<file path="config.mk">
export PLATFORM = sky130hd
export DESIGN_NAME = signed_int_to_ascii_radix
export DESIGN_NICKNAME = d
export VERILOG_FILES = /design/src/rtl/sitar_pkg.sv /design/src/rtl/signed_int_to_ascii_radix.sv /design/src/rtl/sitar_front.sv /design/src/rtl/sitar_queue.sv /design/src/rtl/sitar_back.sv
export SDC_FILE = /design/constraint.sdc
export NUM_CORES = 1
export LEC_CHECK = 0
export ABC_CLOCK_PERIOD_IN_PS = 2600
export BUFFER_PORTS_ARGS = -buffer_cell sky130_fd_sc_hd__buf_4
export CAP_MARGIN = 25
export CORE_MARGIN = 2
export CORE_UTILIZATION = 42
export DETAILED_ROUTE_END_ITERATION = 7
export SYNTH_ARGS = -nofsm -noshare
export SYNTH_HDL_FRONTEND = slang
export SYNTH_SLANG_ARGS = --single-unit
</file>
<file path="constraint.sdc">
create_clock -name clk -period 2.6 [get_ports clk]
set_input_delay 0.39 -clock clk [delete_from_list [all_inputs] [get_ports clk]]
set_output_delay 0.39 -clock clk [all_outputs]
set_load 0.02 [all_outputs]
</file>
<file path="src/rtl/sitar_pkg.sv">
`timescale 1ns / 1ps
// ----------------------------------------------------------------------------
// sitar_pkg: shared types and constants for the integer-to-text converter
// Payload words, the queued job record, radix codes and the digit encoder.
// ----------------------------------------------------------------------------
package sitar_pkg;

    localparam int DATA_W      = 32;
    localparam int QUEUE_DEPTH = 2;

    // Digit positions per radix, and zero padding above the magnitude
    localparam int BIN_DIGITS = DATA_W;
    localparam int OCT_DIGITS = (DATA_W + 2) / 3;
    localparam int HEX_DIGITS = (DATA_W + 3) / 4;
    localparam int OCT_PAD    = OCT_DIGITS * 3 - DATA_W;
    localparam int HEX_PAD    = HEX_DIGITS * 4 - DATA_W;

    // Shift register is left aligned: the next digit sits in the top bits
    localparam int SH_W  = DATA_W + 4;
    localparam int CNT_W = $clog2(DATA_W + 1);

    localparam logic [1:0] RADIX_BIN = 2'd0;
    localparam logic [1:0] RADIX_OCT = 2'd1;
    localparam logic [1:0] RADIX_HEX = 2'd2;

    localparam logic [7:0] CHAR_ZERO  = 8'h30;
    localparam logic [7:0] CHAR_A     = 8'h41;
    localparam logic [7:0] CHAR_MINUS = 8'h2D;

    typedef struct packed {
        logic signed [DATA_W-1:0] value;
        logic        [1:0]        radix_code;
    } in_word_t;

    typedef struct packed {
        logic [7:0] text_char;
        logic       final_char;
    } out_word_t;

    typedef struct packed {
        logic             neg;
        logic [1:0]       radix;
        logic [CNT_W-1:0] ndig;
        logic [SH_W-1:0]  sh;
    } job_t;

    function automatic logic [7:0] digit_char(input logic [3:0] d);
        logic [7:0] ch;
        if (d < 4'd10)
        begin
            ch = CHAR_ZERO + {4'd0, d};
        end
        else
        begin
            ch = CHAR_A + {4'd0, d} - 8'd10;
        end
        return ch;
    endfunction

endpackage

</file>
<file path="src/rtl/signed_int_to_ascii_radix.sv">
`timescale 1ns / 1ps
// ----------------------------------------------------------------------------
// signed_int_to_ascii_radix: signed integer to ASCII text in radix 2, 8, 16
// Front end classifies, a short queue buffers jobs, the back end emits text.
// ----------------------------------------------------------------------------
// A word is taken when start is high and busy is low. Its text leaves most
// significant character first, one character per strobe cycle: a '-' for a
// negative value, then the digits with leading zeros dropped (zero gives a
// single '0'); final_char marks the last character. Hex letters are uppercase
// and radix code three means hexadecimal. The receiver cannot stall: every
// strobe cycle carries a character that must be taken in that cycle. The
// emitter walks every digit position of the radix one per cycle, after
// the sign state for a negative value: 32 (binary), 11 (octal) or 8 (hex)
// positions. Characters are registered and appear in the cycle after their
// position is examined, and skipped leading zeros produce no strobe. The
// queue of QUEUE_DEPTH jobs lets new words be taken while one is being
// emitted; busy rises only when that queue is full.
// ----------------------------------------------------------------------------
module signed_int_to_ascii_radix
    import sitar_pkg::*;
#(
    parameter int QUEUE_DEPTH_P = QUEUE_DEPTH
)
(
    input  logic      clk,
    input  logic      rst_n,
    input  logic      start,
    input  in_word_t  operand,
    output logic      busy,
    output logic      strobe,
    output out_word_t result
);

    job_t front_job;
    job_t head_job;
    logic q_full;
    logic q_empty;
    logic q_pop;
    logic accept;

    // take a word only while the queue has room
    assign busy   = q_full;
    assign accept = start && !q_full;

    sitar_front u_front (
        .operand (operand),
        .job     (front_job)
    );

    sitar_queue #(
        .DEPTH (QUEUE_DEPTH_P)
    ) u_queue (
        .clk      (clk),
        .rst_n    (rst_n),
        .push     (accept),
        .push_job (front_job),
        .pop      (q_pop),
        .pop_job  (head_job),
        .full     (q_full),
        .empty    (q_empty)
    );

    sitar_back u_back (
        .clk       (clk),
        .rst_n     (rst_n),
        .job_avail (!q_empty),
        .job       (head_job),
        .pop       (q_pop),
        .strobe    (strobe),
        .result    (result)
    );

endmodule

</file>
<file path="src/rtl/sitar_front.sv">
`timescale 1ns / 1ps
// ----------------------------------------------------------------------------
// sitar_front: classify an incoming word
// Forms sign and magnitude, aligns the magnitude for the chosen radix.
// ----------------------------------------------------------------------------
module sitar_front
    import sitar_pkg::*;
(
    input  in_word_t operand,
    output job_t     job
);

    logic              neg;
    logic [DATA_W-1:0] mag;
    logic [SH_W-1:0]   mag_ext;

    always_comb
    begin
        neg     = operand.value[DATA_W-1];
        mag     = neg ? (~operand.value + DATA_W'(1)) : operand.value;
        mag_ext = SH_W'(mag);
        job.neg = neg;
        unique case (operand.radix_code)
            RADIX_BIN:
            begin
                job.radix = RADIX_BIN;
                job.ndig  = CNT_W'(BIN_DIGITS);
                job.sh    = mag_ext << (SH_W - DATA_W);
            end
            RADIX_OCT:
            begin
                job.radix = RADIX_OCT;
                job.ndig  = CNT_W'(OCT_DIGITS);
                job.sh    = mag_ext << (SH_W - DATA_W - OCT_PAD);
            end
            default:
            begin
                // hexadecimal, and the unused code treated as hexadecimal
                job.radix = RADIX_HEX;
                job.ndig  = CNT_W'(HEX_DIGITS);
                job.sh    = mag_ext << (SH_W - DATA_W - HEX_PAD);
            end
        endcase
    end

endmodule

</file>
<file path="src/rtl/sitar_queue.sv">
`timescale 1ns / 1ps
// ----------------------------------------------------------------------------
// sitar_queue: short job queue
// Decouples the front end from the character emitter.
// ----------------------------------------------------------------------------
module sitar_queue
    import sitar_pkg::*;
#(
    parameter int DEPTH = QUEUE_DEPTH
)
(
    input  logic clk,
    input  logic rst_n,
    input  logic push,
    input  job_t push_job,
    input  logic pop,
    output job_t pop_job,
    output logic full,
    output logic empty
);

    localparam int PTR_W = (DEPTH > 1) ? $clog2(DEPTH) : 1;
    localparam int CNT_QW = $clog2(DEPTH + 1);

    job_t               slot_reg [DEPTH];
    logic [PTR_W-1:0]   wr_ptr_reg, wr_ptr_next;
    logic [PTR_W-1:0]   rd_ptr_reg, rd_ptr_next;
    logic [CNT_QW-1:0]  count_reg, count_next;

    assign full    = (count_reg == CNT_QW'(DEPTH));
    assign empty   = (count_reg == '0);
    assign pop_job = slot_reg[rd_ptr_reg];

    always_comb
    begin
        wr_ptr_next = wr_ptr_reg;
        rd_ptr_next = rd_ptr_reg;
        count_next  = count_reg;
        if (push)
        begin
            wr_ptr_next = (wr_ptr_reg == PTR_W'(DEPTH - 1)) ? '0 : wr_ptr_reg + PTR_W'(1);
        end
        if (pop)
        begin
            rd_ptr_next = (rd_ptr_reg == PTR_W'(DEPTH - 1)) ? '0 : rd_ptr_reg + PTR_W'(1);
        end
        if (push && !pop)
        begin
            count_next = count_reg + CNT_QW'(1);
        end
        else if (pop && !push)
        begin
            count_next = count_reg - CNT_QW'(1);
        end
    end

    always_ff @(posedge clk or negedge rst_n)
    begin
        if (!rst_n)
        begin
            wr_ptr_reg <= '0;
            rd_ptr_reg <= '0;
            count_reg  <= '0;
        end
        else
        begin
            wr_ptr_reg <= wr_ptr_next;
            rd_ptr_reg <= rd_ptr_next;
            count_reg  <= count_next;
        end
    end

    always_ff @(posedge clk)
    begin
        if (push)
        begin
            slot_reg[wr_ptr_reg] <= push_job;
        end
    end

endmodule

</file>
<file path="src/rtl/sitar_back.sv">
`timescale 1ns / 1ps
// ----------------------------------------------------------------------------
// sitar_back: character emitter
// Emits the sign, then one digit position per cycle, skipping leading zeros.
// ----------------------------------------------------------------------------
module sitar_back
    import sitar_pkg::*;
(
    input  logic      clk,
    input  logic      rst_n,
    input  logic      job_avail,
    input  job_t      job,
    output logic      pop,
    output logic      strobe,
    output out_word_t result
);

    localparam logic [1:0] ST_IDLE  = 2'd0;
    localparam logic [1:0] ST_SIGN  = 2'd1;
    localparam logic [1:0] ST_DIGIT = 2'd2;

    logic [1:0]       state_reg, state_next;
    logic [SH_W-1:0]  sh_reg, sh_next;
    logic [CNT_W-1:0] cnt_reg, cnt_next;
    logic [1:0]       radix_reg, radix_next;
    logic             started_reg, started_next;
    logic             strobe_reg, strobe_next;
    out_word_t        result_reg, result_next;

    logic [3:0]       digit;
    logic             last_digit;

    always_comb
    begin
        unique case (radix_reg)
            RADIX_BIN: digit = {3'd0, sh_reg[SH_W-1]};
            RADIX_OCT: digit = {1'b0, sh_reg[SH_W-1 -: 3]};
            default:   digit = sh_reg[SH_W-1 -: 4];
        endcase
    end

    assign last_digit = (state_reg == ST_DIGIT) && (cnt_reg == CNT_W'(1));
    assign pop        = job_avail && ((state_reg == ST_IDLE) || last_digit);

    always_comb
    begin
        state_next   = state_reg;
        sh_next      = sh_reg;
        cnt_next     = cnt_reg;
        radix_next   = radix_reg;
        started_next = started_reg;
        strobe_next  = 1'b0;
        result_next  = result_reg;

        unique case (state_reg)
            ST_SIGN:
            begin
                strobe_next            = 1'b1;
                result_next.text_char  = CHAR_MINUS;
                result_next.final_char = 1'b0;
                state_next             = ST_DIGIT;
            end
            ST_DIGIT:
            begin
                // drop leading zeros, but always keep the last position
                if (started_reg || (digit != 4'd0) || last_digit)
                begin
                    strobe_next            = 1'b1;
                    result_next.text_char  = digit_char(digit);
                    result_next.final_char = last_digit;
                    started_next           = 1'b1;
                end
                unique case (radix_reg)
                    RADIX_BIN: sh_next = sh_reg << 1;
                    RADIX_OCT: sh_next = sh_reg << 3;
                    default:   sh_next = sh_reg << 4;
                endcase
                cnt_next = cnt_reg - CNT_W'(1);
                if (last_digit)
                begin
                    state_next = ST_IDLE;
                end
            end
            default:
            begin
                state_next = ST_IDLE;
            end
        endcase

        // load the next job straight away, also on the last digit cycle
        if (pop)
        begin
            sh_next      = job.sh;
            cnt_next     = job.ndig;
            radix_next   = job.radix;
            started_next = 1'b0;
            state_next   = job.neg ? ST_SIGN : ST_DIGIT;
        end
    end

    always_ff @(posedge clk or negedge rst_n)
    begin
        if (!rst_n)
        begin
            state_reg   <= ST_IDLE;
            started_reg <= 1'b0;
            strobe_reg  <= 1'b0;
            cnt_reg     <= '0;
        end
        else
        begin
            state_reg   <= state_next;
            started_reg <= started_next;
            strobe_reg  <= strobe_next;
            cnt_reg     <= cnt_next;
        end
    end

    always_ff @(posedge clk)
    begin
        sh_reg     <= sh_next;
        radix_reg  <= radix_next;
        result_reg <= result_next;
    end

    assign strobe = strobe_reg;
    assign result = result_reg;

    a_digit_count_live: assert property (@(posedge clk) disable iff (!rst_n)
        (state_reg == ST_DIGIT) |-> (cnt_reg != '0))
        else $error("digit state with no positions left");

    a_sign_then_digit: assert property (@(posedge clk) disable iff (!rst_n)
        (state_reg == ST_SIGN) |=> (state_reg == ST_DIGIT))
        else $error("sign not followed by digits");

    a_final_on_last: assert property (@(posedge clk) disable iff (!rst_n)
        (strobe_reg && result_reg.final_char) |->
            $past((state_reg == ST_DIGIT) && (cnt_reg == CNT_W'(1))))
        else $error("final character not from the last digit position");

    a_sign_not_final: assert property (@(posedge clk) disable iff (!rst_n)
        (strobe_reg && (result_reg.text_char == CHAR_MINUS)) |-> !result_reg.final_char)
        else $error("minus sign flagged as final");

endmodule

</file>
==> impl_metrics.csv <==
group,metric,value,unit
outcome,status,"finished clean",
setup_path,startpoint,"u_back.state_reg[0]",
timing,holdWs,0.177,ns
synth,syn_nets,659,
clocking,cts_setup_buffers,0,
timing,grt_setup_unrepaired,"no",
global_routing,grt_max_degree,70,
synth,synth_seq_cells,133,
place,gp_congestion,0.833,
synth,synth_top_family_by_area,"multiplexers",
synth,ys_warn_count,0,
floorplan,ioPinCount,48,
routing,drtIter0Drc,282,
timing,timing.final.crit_period,2.24,ns
synth,muxShareOfSynthArea,12.7,%
finish,multiInputGateArea,2970,um^2
clocking,cts_buffers,17,
setup_path,timing.rr.start,"u_back.state_reg[0]",
floorplan,die_x,134,um
timing,fin_crit_sh,86.3,%
setup_path,crit_required,2.75,ns
clocking,clock_latency,0.42,ns
synth,synth_compound_area_share,12.3,%
clocking,clk_pin_slew,0.06,ns
synth,synth_simple_gate_area_share,10.3,%
setup_path,path_cells,"inv_1 -> ha_1 -> and3_1 -> o22ai_1 -> inv_2 -> buf_12 -> a211oi_1 -> a21oi_1",
synth,dominantRegCellSynth,"edfxtp_1",
synth,synthAdderAreaFrac,1.58,%
timing,setup_viol,0,
timing,hold_violations,0,
finish,fillers,1502,
floorplan,start_util,42.9,%
synth,synth_xor_area_share,4.68,%
finish,final_cell_mix,"119 x edfxtp_1, 87 x mux2i_1, 68 x buf_4, 57 x nor2_1, 43 x a21oi_1",
setup_path,critPathMaxStageDelay,0.37,ns
synth,synth_cells,613,
power,power.density,1210,nW/um^2
worst_hold_path,hp-start,"operand[1]",
routing,wire_per_inst,15.6,um
clocking,holdBufCountCts,1,
synth,synth-async-reset-ratio,10.5,%
routing,vias,4827,
setup_path,cp-start-kind,"register",
finish,stdcell_area,8460,um^2
routing,firstDrtPassIters,4,
clocking,cts.path.max_buffers,2,
finish,ff_latch_area,3930,um^2
power,power,10.2,mW
run,maxCapViolCount,0,
global_routing,gr-total-overflow,0,
finish,final_util,51.0,%
routing,ant_nets,0,
place,io_buffers,46,
synth,synth_edf_count,119,
clocking,numClockSinks,133,
floorplan,core_area,16600,um^2
finish,layout-drive-gt1-share,17.9,%
clocking,cts_root_buffer,"clkbuf_16",
finish,nets,710,
timing,skew,0.00547,ns
timing,slew_headroom,58.0,%
routing,wirelength,14.0,mm
floorplan,die_y,134,um
global_routing,antenna_found_initial,0,
clocking,cts_max_level,4,
timing,max_freq,446,MHz
place,hpwl,9.68,mm
global_routing,grtUsageTotal,16.3,%
synth,syn-cell-area,7110,um^2
routing,route.detailed.drc,0,
finish,final_common_cell,"edfxtp_1",
worst_hold_path,min_path_type,"primary input to register",
setup_path,slowest_stage,"dfrtp_1",
routing,viasPerCell,5.38,
setup_path,end_kind,"register",
place,dpl_worst_slack,-0.00289,ns
power,p_leak,3.26,nW
setup_path,path_max_fanout,69,
clocking,cts_tree,"built",
setup_path,worstSetupPathType,"register to register",
power,max-vdd-ir-drop,0.000857,V
floorplan,num_rows,47,
finish,largest_register_ffs,76,
synth,synth_cell_type_count,52,
synth,ys_seq_area_share,55.2,%
setup_path,arrival,2.40,ns
timing,worst_slack,0.357,ns
floorplan,dieArea,18000,um^2
synth,postSynthAreaPerCell,11.6,um^2
timing,slew_violations,0,
clocking,cts_resized,0,
global_routing,grt_pass1_vias,4793,
place,postPlaceCellArea,7820,um^2
finish,area_growth_syn_to_layout,18.9,%
finish,diodes,0,
global_routing,grt_pass1_wl,23.1,mm
timing,worstMarginPinSlew,0.630,ns
==> report_power, final <==
group / switching, mW / internal (mW) / total, mW
registers: 0.519 / 3.50 / 4.01
logic: 2.16 / 1.59 / 3.75
clock network: 0.946 / 1.53 / 2.48
==> area by class of cell <==
cell class / count / area share [%]
multi-input cells: 422 / 35.1
flip-flops and latches: 133 / 46.4
inverters: 16 / 0.710
well taps: 220 / 3.26
clock buffers: 17 / 5.03
clock inverters: 15 / 2.31
repair buffers: 74 / 7.19
==> stage by stage <==
step | TNS [ns] | cells
floorplan | 0 | 613
global placement | 0 | 863
detailed placement | -0.00578 | 863
CTS | 0 | 896
global route | 0 | 897
finish | 0 | 897
==> cell families after synthesis <==
family / Yosys count
multiplexers: 90
XOR/XNOR: 38
AND/OR/NAND/NOR: 149
buffers and inverters: 58
AO/OA/AOI/OAI: 135
flip-flops: 133
other: 1
adder cells (fa/ha/maj): 9
==> synth_stat cells (all sizes together) (3+ instances only) <==
cell type,number,share of area [%]
nand2b,7,0.62
nor2,58,3.1
o21ai,26,1.8
o41ai,5,0.83
or4,3,0.47
xnor2,15,1.8
nand4,5,0.44
a21oi,43,3.0
and2,3,0.26
or2,4,0.35
nor3b,3,0.32
a211oi,34,3.6
ha,9,1.6
o22ai,3,0.26
dfrtp,14,4.9
mux2,3,0.47
nand2,27,1.4
nor3,8,0.56
o31ai,7,0.74
or3,4,0.35
edfxtp,119,50
xor2,23,2.8
nand3,7,0.49
inv,16,0.84
buf,12,0.79
nor4,11,0.97
mux2i,87,12
clkbuf,30,1.6
==> final timing paths <==
check                                           to  slack, ns  depth (start not counted)
max                              u_back.sh_reg[10]       0.36                          8
min                        u_queue.slot_reg[0][43]       0.18                          1
max reg2reg                      u_back.sh_reg[10]       0.36                          8
min reg2reg                   u_queue.count_reg[1]       0.50                          1
max in group asynchronous       u_queue.rd_ptr_reg       2.05                          2
min in group asynchronous       u_queue.wr_ptr_reg       0.37                          2
==> worst max-delay path: cells and delay by family, from the launching register on <==
kind / cells / cell delay [ns]
AO/OA/AOI/OAI: 3 / 0.74
adder cells (fa/ha/maj): 1 / 0.28
AND/OR/NAND/NOR: 1 / 0.20
buffers and inverters: 3 / 0.35
flip-flops: 1 / 0.37
==> layer usage <==
layer / global-route usage, % / part of all wire, % / vias to the layer above
met2: 27.4 / 49 / 109
met1: 20.6 / 46 / 2286
met3: 3.93 / 4.5 / 23
met4: 6.02 / 1.4 / 0
met5: 0 / 0 / -
li1: - / - / 2409
Power figures use the tool's default switching activity.
